--- src/tbw_pkg.sv ---
package tbw_pkg;

  // Screen geometry defaults
  localparam int SCREEN_WIDTH_DEF  = 160;
  localparam int SCREEN_HEIGHT_DEF = 144;

  // Field widths
  localparam int VRAM_AW   = 13;
  localparam int VRAM_DEPTH = 1 << VRAM_AW;
  localparam int PX_W      = 8;
  localparam int GRP_W     = 5;
  localparam int CFG_IDX_W = 3;

  // Command queue between front and back
  localparam int CMD_QUEUE_DEPTH = 4;

  // Input opcodes
  localparam logic OPC_WRITE  = 1'b0;
  localparam logic OPC_RENDER = 1'b1;

  // Register indexes on the configuration port
  localparam logic [CFG_IDX_W-1:0] REG_LCD_CONTROL = 3'd0;
  localparam logic [CFG_IDX_W-1:0] REG_SCROLL_X    = 3'd1;
  localparam logic [CFG_IDX_W-1:0] REG_SCROLL_Y    = 3'd2;
  localparam logic [CFG_IDX_W-1:0] REG_WINDOW_X    = 3'd3;
  localparam logic [CFG_IDX_W-1:0] REG_WINDOW_Y    = 3'd4;
  localparam logic [CFG_IDX_W-1:0] REG_BG_PALETTE  = 3'd5;

  // Bit positions in lcd_control
  localparam int LCDC_LCD_ON   = 7;
  localparam int LCDC_WIN_MAP  = 6;
  localparam int LCDC_WIN_ON   = 5;
  localparam int LCDC_TILE_SEL = 4;
  localparam int LCDC_BG_MAP   = 3;

  // Tile maps sit at 0x1800 and 0x1C00: top two address bits set
  localparam logic [1:0]         MAP_TOP     = 2'b11;
  // Signed tile numbers: tile 0x80 lands at 0x0800
  localparam logic [VRAM_AW-1:0] SIGNED_LOW  = 13'h0800;
  localparam logic [7:0]         SIGN_FLIP   = 8'h80;
  localparam logic [PX_W:0]      WIN_OFFSET  = 9'd7;

  typedef struct packed {
    logic               opcode;
    logic [VRAM_AW-1:0] vram_address;
    logic [7:0]         vram_data;
    logic [7:0]         line;
  } in_item_t;

  typedef struct packed {
    logic [15:0]      pixels;
    logic [GRP_W-1:0] group_index;
    logic             last;
  } out_item_t;

  typedef struct packed {
    logic [7:0] lcd_control;
    logic [7:0] scroll_x;
    logic [7:0] scroll_y;
    logic [7:0] window_x;
    logic [7:0] window_y;
    logic [7:0] bg_palette;
  } cfg_t;

  typedef enum logic {
    CMD_WRITE  = 1'b0,
    CMD_RENDER = 1'b1
  } cmd_kind_t;

  // Classified command handed from front to back
  typedef struct packed {
    cmd_kind_t          kind;
    logic [VRAM_AW-1:0] addr;
    logic [7:0]         data;
    logic               win_line;
    logic [7:0]         bg_row;
    logic [7:0]         win_row;
  } cmd_t;

endpackage

--- src/tbw_fifo.sv ---
module tbw_fifo import tbw_pkg::*; (
  input  logic clk,
  input  logic rst_n,
  input  logic push,
  output logic full,
  input  cmd_t push_cmd,
  output logic pop_valid,
  input  logic pop_ready,
  output cmd_t pop_cmd
);

  localparam int PTR_W = $clog2(CMD_QUEUE_DEPTH);
  localparam int CNT_W = $clog2(CMD_QUEUE_DEPTH + 1);

  cmd_t             slot_r [CMD_QUEUE_DEPTH];
  logic [PTR_W-1:0] wr_ptr_r, wr_ptr_nxt;
  logic [PTR_W-1:0] rd_ptr_r, rd_ptr_nxt;
  logic [CNT_W-1:0] count_r, count_nxt;
  logic             pop;

  assign full      = (count_r == CNT_W'(CMD_QUEUE_DEPTH));
  assign pop_valid = (count_r != '0);
  assign pop       = pop_valid && pop_ready;
  assign pop_cmd   = slot_r[rd_ptr_r];

  // Advance pointers and count
  always_comb begin
    wr_ptr_nxt = push ? wr_ptr_r + 1'b1 : wr_ptr_r;
    rd_ptr_nxt = pop  ? rd_ptr_r + 1'b1 : rd_ptr_r;
    count_nxt  = count_r;
    if (push && !pop) begin
      count_nxt = count_r + 1'b1;
    end else if (pop && !push) begin
      count_nxt = count_r - 1'b1;
    end
  end

  always_ff @(posedge clk) begin
    if (!rst_n) begin
      wr_ptr_r <= '0;
      rd_ptr_r <= '0;
      count_r  <= '0;
    end else begin
      wr_ptr_r <= wr_ptr_nxt;
      rd_ptr_r <= rd_ptr_nxt;
      count_r  <= count_nxt;
    end
  end

  // Store entries
  always_ff @(posedge clk) begin
    if (push) begin
      slot_r[wr_ptr_r] <= push_cmd;
    end
  end

  a_no_push_when_full: assert property (@(posedge clk) disable iff (!rst_n)
    push |-> !full) else $error("command pushed into a full queue");

  a_count_up: assert property (@(posedge clk) disable iff (!rst_n)
    (push && !pop) |=> count_r == $past(count_r) + 1'b1)
    else $error("queue count failed to advance on push");

  a_count_bound: assert property (@(posedge clk) disable iff (!rst_n)
    count_r <= CNT_W'(CMD_QUEUE_DEPTH)) else $error("queue count beyond depth");

endmodule

--- config.mk ---
export PLATFORM = sky130hd
export DESIGN_NAME = tbw_fifo
export DESIGN_NICKNAME = d
export VERILOG_FILES = /design/src/tbw_pkg.sv /design/src/tbw_fifo.sv
export SDC_FILE = /design/constraint.sdc
export NUM_CORES = 1
export LEC_CHECK = 0
export BUFFER_PORTS_ARGS = -buffer_cell sky130_fd_sc_hd__buf_2
export CORE_UTILIZATION = 55
export DETAILED_ROUTE_END_ITERATION = 6
export HOLD_SLACK_MARGIN = 0.08
export PLACE_DENSITY = 0.88
export RECOVER_POWER = 25
export SYNTH_ARGS = -nofsm -noshare
export SYNTH_HDL_FRONTEND = slang
export SYNTH_SLANG_ARGS = --single-unit
--- constraint.sdc ---
create_clock -name clk -period 2.9 [get_ports clk]
set_clock_uncertainty 0.15 [all_clocks]
set_input_delay 0 -clock clk [delete_from_list [all_inputs] [get_ports clk]]
set_output_delay 0 -clock clk [all_outputs]
set_load 0.05 [all_outputs]
## After elaboration in Yosys (flattened, before gate mapping)

Memory sizes are Yosys's and may differ from the RTL's. A register that Yosys moved wholly into a read port is not among the register bits.
Cells that the tools add are included.

- Logic and storage cells: 22
- Memories kept: 1
- Bits in registers: 7
- RAM bits: 156

Memories:

| name | words | bits a word | read ports | clocked after Yosys merged registers in | write ports | line | RTL |
|---|---|---|---|---|---|---|---|
| slot_r | 4 | 39 | 1 | 1 | 1 | tbw_fifo.sv:15 | `cmd_t slot_r [CMD_QUEUE_DEPTH];` |

- Add/subtract/negate cells: 4
- Mux-type cells: 6
- Reduce and logical (&&, ||, !) cells: 7
- Eq/ne operators: 1

Operators by type and width:

| kind | number |
|---|---|
| 3-bit two-way mux | 2 |
| 2-bit by 1-bit adder with 2-bit output (second input constant) | 2 |
| 2-bit two-way mux | 2 |
| 3-bit by 1-bit adder with 3-bit output (second input constant) | 1 |
| 3-bit equality test (second input constant) | 1 |
| 1-bit logical AND | 3 |
| 3-bit nonzero test | 1 |
| 3-bit by 1-bit subtractor with 3-bit output (second input constant) | 1 |
| 1-bit zero test | 2 |
| 1-bit two-way mux | 2 |
| 2-bit nonzero test | 1 |

## Longest topological paths before layout

- Depth after elaboration: 5
- Depth in mapped cells: 7

## Least setup slack after synthesis

No wires, ideal clock.

- Path kind: register to register
- Start: register count_r[1]
- End: register count_r[2]
- Arrival time: 1872 ps
- Period minus slack after synthesis: 2097 ps
- Setup slack: 803 ps
- Setup time: 76 ps
- Cell stages (with the launch flop): 8
- Data required time: 2674 ps
- Cell sequence: dfxtp_1 > o31ai_2 > ha_1 > inv_1 > fa_1 > xor2_1 > or3_1 > a21boi_0

- Longest elaborated chain between the ends: 5

RTL lines:

| element | line | RTL |
|---|---|---|
| start, declared | tbw_fifo.sv:18 | `logic [CNT_W-1:0] count_r, count_nxt;` |
| start signal, assigned | tbw_fifo.sv:46 | `count_r <= count_nxt;` |
| branches (longest 5 deep; another with 3-bit by 1-bit subtractor with 3-bit output) | - |  |

Parallel ways; which one is timed is not known. The select of a mux whose other input is x is not followed.
A chain may end at the register's enable or synchronous reset.

==> reports/metrics.yaml <==
status: "finished clean"
yosysSeqAreaShare_pct: 80.03
firstDrtPassIters: 4
layout-drive-gt1-share_pct: 37.41
die_h_um: 107.1
cts_setup_buffers: 0
relSlewSlack_pct: 53.37
rows: 38
rsz0062_at_grt: "false"
dieWidth_um: 107.1
clock_sinks: 165
regToRegSetupSlack_ns: 0.56
yosysTopAreaCell: "edfxtp_1"
worst_r2r_path_depth: 7
grt_pass1_wl_mm: 16.85
yosysMostFrequentCell: "edfxtp_1"
antenna_found_initial: 0
synthTopCellsByArea: "edfxtp_1 77%, mux4_2 14%, dfxtp_1 3.0%"
static-leakage-power_nw: 2.817
synth_common_cells: "156 x edfxtp_1, 39 x mux4_2, 9 x and2_1, 9 x dfxtp_1, 5 x ha_1"
ios: 84
synth-seq-cells: 165
pre_cts_slack_ns: 0.5727
cts_made_buffers: 17
cts_tree: "yes"
fin_crit_sh_pct: 83.45
cts_hold_buf: 79
cp_max_fo: 28
synth_edf_count: 156
ant_nets: 0
io_buffer_count: 83
wl_per_cell_um: 18.66
hold_viol: 0
reg2reg_from: "count_r[1]$_SDFFE_PN0P_"
syn_inst: 246
antennaDiodeCount: 0
nets: 477
ys.flop_type: "edfxtp_1"
yosysTopAreaCellShare_pct: 77.07
synth_cell_type_count: 21
setup_violations: 0
critical_path_class: "reg2out"
cellPowerDensity_nw_per_um2: 871.2
grt_pass1_vias: 3356
start_util_pct: 56.32
irDropWorstVdd_mv: 0.5480
die_area_um2: 11480
drc: 0
min_to: "slot_r[3][0]$_DFFE_PP_"
fin_crit_ns: 2.420
worstMarginPinSlew_ns: 0.6995
yosysWarnings: 0
hold_start: "push_cmd[0]"
wl_mm: 10.84
crit_required_ns: 2.75
finalWorstSetupSlack_ns: 0.4800
clkLatencyLatePin_ns: 0.53
dp_hpwl_mm: 6.239
grt_use_total_pct: 20.82
clk_pin_slew_ns: 0.06
syn2layout_area_growth_pct: 32.98
drt_iter0_markers: 142
start_kind: "flip-flop"
place_congestion: 0.6984
async_flop_share_pct: 0
syn-num-nets: 295
min_path_type: "in2reg"
cap_viol_max_count: 0
viasPerCell: 5.336
cp_data_arrival_time_ns: 2.27
syn_area_per_cell_um2: 24.71
ctsHtreeMaxLevel: 4
fmax_mhz: 413.2
holdPathStages: 2
cts_root_buffer: "clkbuf_8"
via_count: 3100
coreArea_um2: 10790
cts_buffer_depth: 2
synth_area_um2: 6078
grt_overflow: 0
timing.rr.end: "count_r[2]$_SDFFE_PN0P_"
end_kind: "primary output"
report.final.slew_viol_count: 0
fin_setup_tns_ns: 0
cts_resized: 0
grt_max_degree: 29
stage by stage:
| step | power, mW | hold slack, ns | cells | utilization, % | area (um^2) |
|---|---|---|---|---|---|
| floorplan | 4.482 | -0.05113 | 246 | - | 6078 |
| global placement | 4.862 | 0.06034 | 470 | 62.32 | 6726 |
| detailed placement | 4.894 | 0.06538 | 470 | 62.32 | 6726 |
| CTS | 7.101 | 0.08173 | 581 | 74.92 | 8087 |
| global route | 7.289 | 0.1550 | 581 | 74.89 | 8083 |
| finish | 7.042 | 0.1456 | 581 | 74.89 | 8083 |
report_power, final:
group / internal (mW) / switching (mW) / total, mW
registers: 2.76 / 0.126 / 2.88
clock network: 1.23 / 0.891 / 2.12
logic: 0.743 / 1.29 / 2.04
registers in the layout (all words and copies together), names as in the netlist, named ones only:
register / flops
rd_ptr_r: 2
count_r: 3
slot_r: 156
wr_ptr_r: 2
how the worst max path moves through the flow:
stage	slack, ns	startpoint	endpoint	cells past startpoint
4_1_cts	0.41	flip-flop	pop_cmd[28]	3
6_report	0.48	flip-flop	pop_cmd[8]	3
3_3_place_gp	0.77	count_r[1]$_SDFFE_PN0P_	count_r[2]$_SDFFE_PN0P_	7
2_1_floorplan	0.80	count_r[1]$_SDFFE_PN0P_	count_r[2]$_SDFFE_PN0P_	7
5_1_grt	0.31	flip-flop	pop_cmd[8]	3
3_5_place_dp	0.57	count_r[1]$_SDFFE_PN0P_	count_r[2]$_SDFFE_PN0P_	7
placed cells by master, fill, tap and decap left out, drive strengths merged:
master	count
xor2	2
o21ai	1
and2	9
inv	7
mux4	39
fa	1
edfxtp	156
nor3b	1
bufinv	2
clkinv	4
or3	2
dfxtp	9
clkbuf	21
a21boi	1
buf	89
o31ai	1
o311ai	1
xnor2	3
dlygate4sd3	79
ha	5
mux2i	2
nor2b	2
clkinvlp	4
per-layer routing:
layer | wire length, um | up-vias | GRT usage [%]
li1 | - | 1412 | -
met3 | 443 | 14 | 5.167
met5 | 0 | - | 0
met1 | 4379 | 1587 | 24.14
met2 | 5860 | 87 | 36.18
met4 | 155 | 0 | 10.37
critical path, cell delays in order, from the launching register on:
cell and delay (ns):
dfxtp_2 0.62, buf_12 0.32, mux4_2 0.57, buf_2 0.23
cell type report:
class	count	area, um^2
multi-input combinational	70	1152
clock inverter	14	151.4
tap	140	175.2
inverter	3	11.26
clock buffer	18	417.9
fill	628	2710
sequential	165	4867
timing repair buffer	171	1308
kinds of logic after synthesis:
group                    count (synthesis)  synth area share [%]
AO/OA/AOI/OAI                            4                0.5557
XOR/XNOR                                 5                0.7206
adder cells (fa/ha/maj)                  6                 1.359
buffers and inverters                   11                 1.091
flip-flops                             165                 80.03
multiplexers                            41                 14.78
AND/OR/NAND/NOR                         14                 1.461
Power figures use the tool's default switching activity.
