## src/tbw_pkg.sv

```systemverilog
package tbw_pkg;

  // Screen geometry defaults
  localparam int SCREEN_WIDTH_DEF  = 160;
  localparam int SCREEN_HEIGHT_DEF = 144;

  // Field widths
  localparam int VRAM_AW   = 13;
  localparam int VRAM_DEPTH = 1 << VRAM_AW;
  localparam int PX_W      = 8;
  localparam int GRP_W     = 5;
  localparam int CFG_IDX_W = 3;

  // Command queue between front and back
  localparam int CMD_QUEUE_DEPTH = 4;

  // Input opcodes
  localparam logic OPC_WRITE  = 1'b0;
  localparam logic OPC_RENDER = 1'b1;

  // Register indexes on the configuration port
  localparam logic [CFG_IDX_W-1:0] REG_LCD_CONTROL = 3'd0;
  localparam logic [CFG_IDX_W-1:0] REG_SCROLL_X    = 3'd1;
  localparam logic [CFG_IDX_W-1:0] REG_SCROLL_Y    = 3'd2;
  localparam logic [CFG_IDX_W-1:0] REG_WINDOW_X    = 3'd3;
  localparam logic [CFG_IDX_W-1:0] REG_WINDOW_Y    = 3'd4;
  localparam logic [CFG_IDX_W-1:0] REG_BG_PALETTE  = 3'd5;

  // Bit positions in lcd_control
  localparam int LCDC_LCD_ON   = 7;
  localparam int LCDC_WIN_MAP  = 6;
  localparam int LCDC_WIN_ON   = 5;
  localparam int LCDC_TILE_SEL = 4;
  localparam int LCDC_BG_MAP   = 3;

  // Tile maps sit at 0x1800 and 0x1C00: top two address bits set
  localparam logic [1:0]         MAP_TOP     = 2'b11;
  // Signed tile numbers: tile 0x80 lands at 0x0800
  localparam logic [VRAM_AW-1:0] SIGNED_LOW  = 13'h0800;
  localparam logic [7:0]         SIGN_FLIP   = 8'h80;
  localparam logic [PX_W:0]      WIN_OFFSET  = 9'd7;

  typedef struct packed {
    logic               opcode;
    logic [VRAM_AW-1:0] vram_address;
    logic [7:0]         vram_data;
    logic [7:0]         line;
  } in_item_t;

  typedef struct packed {
    logic [15:0]      pixels;
    logic [GRP_W-1:0] group_index;
    logic             last;
  } out_item_t;

  typedef struct packed {
    logic [7:0] lcd_control;
    logic [7:0] scroll_x;
    logic [7:0] scroll_y;
    logic [7:0] window_x;
    logic [7:0] window_y;
    logic [7:0] bg_palette;
  } cfg_t;

  typedef enum logic {
    CMD_WRITE  = 1'b0,
    CMD_RENDER = 1'b1
  } cmd_kind_t;

  // Classified command handed from front to back
  typedef struct packed {
    cmd_kind_t          kind;
    logic [VRAM_AW-1:0] addr;
    logic [7:0]         data;
    logic               win_line;
    logic [7:0]         bg_row;
    logic [7:0]         win_row;
  } cmd_t;

endpackage

```

## src/tbw_front.sv

```systemverilog
module tbw_front import tbw_pkg::*; #(
  parameter int SCREEN_HEIGHT = SCREEN_HEIGHT_DEF
) (
  input  logic                 clk,
  input  logic                 rst_n,
  input  logic                 in_valid,
  output logic                 in_stall,
  input  in_item_t             in_data,
  input  logic                 cfg_valid,
  output logic                 cfg_ready,
  input  logic [CFG_IDX_W-1:0] cfg_index,
  input  logic [7:0]           cfg_data,
  output logic                 q_push,
  input  logic                 q_full,
  output cmd_t                 q_cmd,
  output cfg_t                 cfg
);

  cfg_t cfg_r, cfg_nxt;
  logic accept;
  logic on_screen;

  // Take register writes at any time
  assign cfg_ready = 1'b1;

  always_comb begin
    cfg_nxt = cfg_r;
    if (cfg_valid) begin
      case (cfg_index)
        REG_LCD_CONTROL: cfg_nxt.lcd_control = cfg_data;
        REG_SCROLL_X:    cfg_nxt.scroll_x    = cfg_data;
        REG_SCROLL_Y:    cfg_nxt.scroll_y    = cfg_data;
        REG_WINDOW_X:    cfg_nxt.window_x    = cfg_data;
        REG_WINDOW_Y:    cfg_nxt.window_y    = cfg_data;
        REG_BG_PALETTE:  cfg_nxt.bg_palette  = cfg_data;
        default:         cfg_nxt = cfg_r;
      endcase
    end
  end

  always_ff @(posedge clk) begin
    if (!rst_n) begin
      cfg_r <= '0;
    end else begin
      cfg_r <= cfg_nxt;
    end
  end

  assign cfg = cfg_r;

  // Hold input while the queue is full
  assign in_stall = q_full;
  assign accept   = in_valid && !q_full;

  // Classify: writes always go on, renders only for a lit, visible line
  assign on_screen = ({1'b0, in_data.line} < 9'(SCREEN_HEIGHT));
  assign q_push = accept && ((in_data.opcode == OPC_WRITE) ||
                  (cfg_r.lcd_control[LCDC_LCD_ON] && on_screen));

  // Work out per-line row values once
  always_comb begin
    q_cmd.kind     = (in_data.opcode == OPC_WRITE) ? CMD_WRITE : CMD_RENDER;
    q_cmd.addr     = in_data.vram_address;
    q_cmd.data     = in_data.vram_data;
    q_cmd.win_line = cfg_r.lcd_control[LCDC_WIN_ON] && (in_data.line >= cfg_r.window_y);
    q_cmd.bg_row   = in_data.line + cfg_r.scroll_y;
    q_cmd.win_row  = in_data.line - cfg_r.window_y;
  end

endmodule

```

## config.mk

```make
export PLATFORM = sky130hd
export DESIGN_NAME = tbw_front
export DESIGN_NICKNAME = d
export VERILOG_FILES = /design/src/tbw_pkg.sv /design/src/tbw_front.sv
export SDC_FILE = /design/constraint.sdc
export NUM_CORES = 1
export LEC_CHECK = 0
export BUFFER_PORTS_ARGS = -buffer_cell sky130_fd_sc_hd__buf_2
export CAP_MARGIN = 20
export CORE_MARGIN = 3
export CORE_UTILIZATION = 46
export DETAILED_ROUTE_END_ITERATION = 7
export PLACE_DENSITY_LB_ADDON = 0.2
export SLEW_MARGIN = 20
export SYNTH_ARGS = -nofsm -noshare
export SYNTH_HDL_FRONTEND = slang
export SYNTH_SLANG_ARGS = --single-unit
```

## constraint.sdc

```tcl
create_clock -name clk -period 2.34 [get_ports clk]
set_clock_uncertainty 0.2 [all_clocks]
set_input_delay 0.117 -clock clk [delete_from_list [all_inputs] [get_ports clk]]
set_output_delay 0.117 -clock clk [all_outputs]
set_load 0.005 [all_outputs]
```

# ---- Yosys cells after proc, flatten, opt, wreduce, memory -nomap -nowiden
# Cells that the tools add are included.
dict set report word_totals {
  elab_cells 30
  out_inout_bits 90
  register_bits 48
}
dict set report classes {
  muxes 1
  bitwise_logic 1
  reduce_logical 13
  eq_ne 5
  add_sub_neg 2
  order_cmp 2
}
# cell n
set op_table {}
lappend op_table {{$reduce_and 2->1} 6}
lappend op_table {{$add 8x8->8} 1}
lappend op_table {{$ge 8x8->1} 1}
lappend op_table {{$lt 8x8->1 const B} 1}
lappend op_table {{$sub 8x8->8} 1}
lappend op_table {{$eq 3x2->1 const B} 2}
lappend op_table {{$eq 3x3->1 const B} 2}
lappend op_table {{$logic_and 1x1->1} 4}
lappend op_table {{$eq 3x1->1 const B} 1}
lappend op_table {{$logic_not 3->1} 1}
lappend op_table {{$logic_not 1->1} 1}
lappend op_table {{$logic_or 1x1->1} 1}
lappend op_table {{$mux 1} 1}
lappend op_table {{$not 1->1} 1}

# ---- Depth between registers and ports, before layout
dict set report depth {
  depth_word 4
  ltp_mapped 7
}

# ---- Worst setup path after synthesis
# Ideal clock, no wire load.
dict set report synth_timing {
  path_kind {register -> output}
  from {reg cfg_r, in the netlist cfg[9]}
  to {out q_cmd[5] in the netlist's numbering}
  t_required_ps 2023
  path_stages_with_launch 7
  n_path_buf 0
  arrival_time_ps 1611
  path_slack_ps 412
  path_cell_list {dfxtp_1 -> inv_1 -> ha_1 -> nor2b_1 -> o31a_1 -> or4_1 -> nand3_1}
}
# element line
set synth_lines {}
lappend synth_lines {{start: declaration} tbw_front.sv:19} ;# cfg_t cfg_r, cfg_nxt;
lappend synth_lines {{start signal: assignment} tbw_front.sv:45} ;# cfg_r <= cfg_nxt;
lappend synth_lines {{end: declaration} tbw_front.sv:15} ;# output cmd_t q_cmd,

==> metrics <==
number of input and output port buffers inserted between 90 and 100; combined area of the multi-input logic cells between 1500 and 2000 um2; worst-case register-to-register setup slack between 1 and 1.5 ns; crit-path cells ha_4 > fa_2 > nor2b_4 > o31a_1 > or4_4 > o311ai_4 > buf_2; class of the tightest hold or removal check in -> out; distinct cell type count of the synthesized netlist 45; non-filler instance count after layout 482; depth of the worst register-to-register path 3; fraction of final layout cells sized beyond drive strength 1 31.5%; overall die width 83.3 um; prevailing post-synth register cell dfxtp_1; number of buffers created by CTS 5; Cells after Synth approximately 330; pwr/cell area approximately 490 nW/um2; Max Fanout on Critical Path 3; ANT cells 0; overall track demand over capacity in global routing 19.4%; Initial Utilization between 40% and 50%; placed cells 462; post-synthesis average cell area 8.31 um2; clock period minus final worst setup slack around 2.4 ns; Reg area between 900 and 1000 um2; data required time of the critical path 2.02 ns; r2r endpoint cfg[9]$_SDFFE_PN0P_; family with the most delay on the worst path simple AND/OR/NAND/NOR gates; endpoints failing setup 1; RePlAce Congestion 0.813; CP Capture Type output pin; Post-Route Hold Slack about 0.034 ns; die area 6950 um2; fillcell total 532; H-tree depth reported by CTS 2; count of synthesis-stage warnings from yosys 0; maximum number of pins on one net before global-route repair approximately 50; Max-cap violations 0; Die Y-Extent 83.3 um; number of global-route vias before repair 2,258; clock tree from TritonCTS done; number of slew-limit violations in the final report 0; logic depth of the worst setup path including buffers 7; Clk pin slew, worst setup/hold paths ~0.08 ns; core occupancy in the finished layout 60.0%; sinks on the clock net 48; antenna violations before repair 0; Vias roughly 2.5k; CTS Buffer Depth 2; first-pass GRT wire length 11,200 um; core area 5640 um2; post-placement cell area 3080 um2; CP startpoint kind register; number of design rule violations left after detail routing 0; WL per Instance around 15 um; Worst Slack Setup Final -0.0110 ns; I/O pin count ~140; synthesized flop and latch total 48; crit-path max cell delay 0.44 ns; result of the run finished with violations; Pre-Repair DR Iteration Count 4; Area Overhead vs Synth 23.1%; DRT antenna net count 0; HPWL after detailed placement 4980 um; worst-skew pair later-pin latency 0.30 ns; Max Clk Rate about 0.43 GHz; clock root buffer clkbuf_8; failing checks setup timing; final instance area ~3400 um2; remaining max-slew budget at the tightest pin 54.4%; Detailed Route WL around 7000 um; post-synthesis instance area 2750 um2; Post-Syn Nets 394; FF-to-FF Start cfg[9]$_SDFFE_PN0P_; Site Rows 27; Hold Vio Cnt, Final 0; number of nets in the final layout ~470; Starting DRT DRC Count around 130; FFs w/ async S/R, synth 0%; count of flip-flops with a built-in enable after synthesis 0; Buffers & Inverters on Critical Path 1; Congestion Overflow GR 0; WP data arrival slightly above 2 ns; sequential area share after synthesis 34.9%; Tcrit/Tclk final 100%; critical path type reg -> out; Slowest cell on crit path or4_4; RSZ-0062 raised after global routing true; max reg flops 48; launch point of the critical path cfg[8]$_SDFFE_PN0P_; Peak supply drop around 0.37 mV; total power 1.66 mW; post-detailed-route via-to-cell ratio 5.11; Leak Pwr 1.46 nW; critical path capture point q_cmd[6]; actual transition at the worst max-transition pin 0.683 ns; launch instance of the worst min-delay path in_data[8]
[logic make-up after synthesis]
group | count (synthesis) | synth area share [%]
AO/OA/AOI/OAI | 72 | 18.9
XOR/XNOR | 8 | 2.55
adder cells (fa/ha/maj) | 17 | 8.28
buffers and inverters | 47 | 9.87
flip-flops | 48 | 34.9
multiplexers | 8 | 2.91
other | 1 | 0.136
AND/OR/NAND/NOR | 130 | 22.4
[through the flow]
| step | setup TNS, ns | setup slack, ns |
|---|---|---|
| 3_5_place_dp | 0 | 0.225 |
| 6_report | -0.0110 | -0.0110 |
| 4_1_cts | -0.0335 | -0.0335 |
| 3_3_place_gp | 0 | 0.282 |
| 5_1_grt | -0.217 | -0.0977 |
| 2_1_floorplan | 0 | 0.412 |
[how the worst min path moves through the flow]
stage                          end  slack [ns]  cells past startpoint
2_1_floorplan  cfg[0]$_SDFFE_PN0P_        0.05                      2
3_3_place_gp             q_cmd[19]        0.03                      0
3_5_place_dp             q_cmd[19]        0.03                      0
4_1_cts                  q_cmd[19]        0.03                      0
5_1_grt                  q_cmd[24]        0.03                      0
6_report                 q_cmd[17]        0.03                      0
[Yosys cell counts, types with 2 or more instances]
| master | instances | area (um2) |
|---|---|---|
| nor2b_1 | 10 | 62.6 |
| nand3_1 | 3 | 15.0 |
| ha_1 | 15 | 188 |
| nor2_1 | 7 | 26.3 |
| inv_1 | 14 | 52.6 |
| buf_2 | 4 | 20.0 |
| xnor2_1 | 6 | 52.6 |
| o21a_1 | 3 | 22.5 |
| o31a_1 | 2 | 17.5 |
| nand3b_1 | 2 | 15.0 |
| nand2b_4 | 2 | 27.5 |
| xor2_1 | 2 | 17.5 |
| a21o_1 | 2 | 15.0 |
| nand2_1 | 88 | 330 |
| o21bai_1 | 2 | 15.0 |
| nor3_1 | 3 | 15.0 |
| and3_1 | 2 | 12.5 |
| o211ai_1 | 2 | 15.0 |
| or4_1 | 2 | 15.0 |
| a21boi_1 | 3 | 22.5 |
| a21oi_1 | 10 | 50.1 |
| nor3_2 | 2 | 20.0 |
| mux2i_1 | 8 | 80.1 |
| dfxtp_1 | 48 | 961 |
| a21boi_0 | 37 | 278 |
| a211oi_1 | 2 | 15.0 |
| buf_4 | 24 | 180 |
| fa_1 | 2 | 40.0 |
| o21ai_0 | 4 | 20.0 |
| clkbuf_1 | 5 | 18.8 |
[where the power goes]
part / switching (mW) / internal, mW / total (mW)
combinational: 0.164 / 0.149 / 0.313
sequential: 0.0107 / 0.833 / 0.843
clock: 0.267 / 0.240 / 0.508
[area by class of cell]
| cell class | instances | area share, % |
|---|---|---|
| sequential | 48 | 28.6 |
| clock inverter | 1 | 0.222 |
| timing repair buffer | 104 | 16.8 |
| clock buffer | 7 | 2.55 |
| inverter | 14 | 1.55 |
| tap | 72 | 2.66 |
| multi-input combinational | 236 | 47.6 |
[worst register-to-register path: stages (launching register included)]
cell and delay (ns):
dfxtp_4 0.35, buf_4 0.12, nand2_1 0.05, a21boi_0 0.17
[placed cells by master (no fill, tap or decap), types with 8 or more instances in the layout]
cell type | synthesis | final
buf_2 | 4 | 92
dlygate4sd3_1 | 0 | 8
ha_1 | 15 | 10
mux2i_1 | 8 | 8
inv_1 | 14 | 13
a21boi_0 | 37 | 37
dfxtp_1 | 48 | 45
nor2b_1 | 10 | 9
nand2_1 | 88 | 88
a21oi_1 | 10 | 8
[metal layers]
metal,wire length (um),track usage [%],vias to the layer above
li1,-,-,1241
met1,3170,25.4,1115
met2,3210,32.1,99
met3,589,5.75,8
met4,46,3.42,0
met5,0,0,-
[repair_timing]
item	in CTS	in global routing
pin swaps	2	5
hold buffers	8	0
hold endpoints to repair	41	0
endpoints found under the setup margin	4	5
resized for setup	8	12
setup buffers	2	2
No activity file was read; power rests on OpenSTA's default activity.
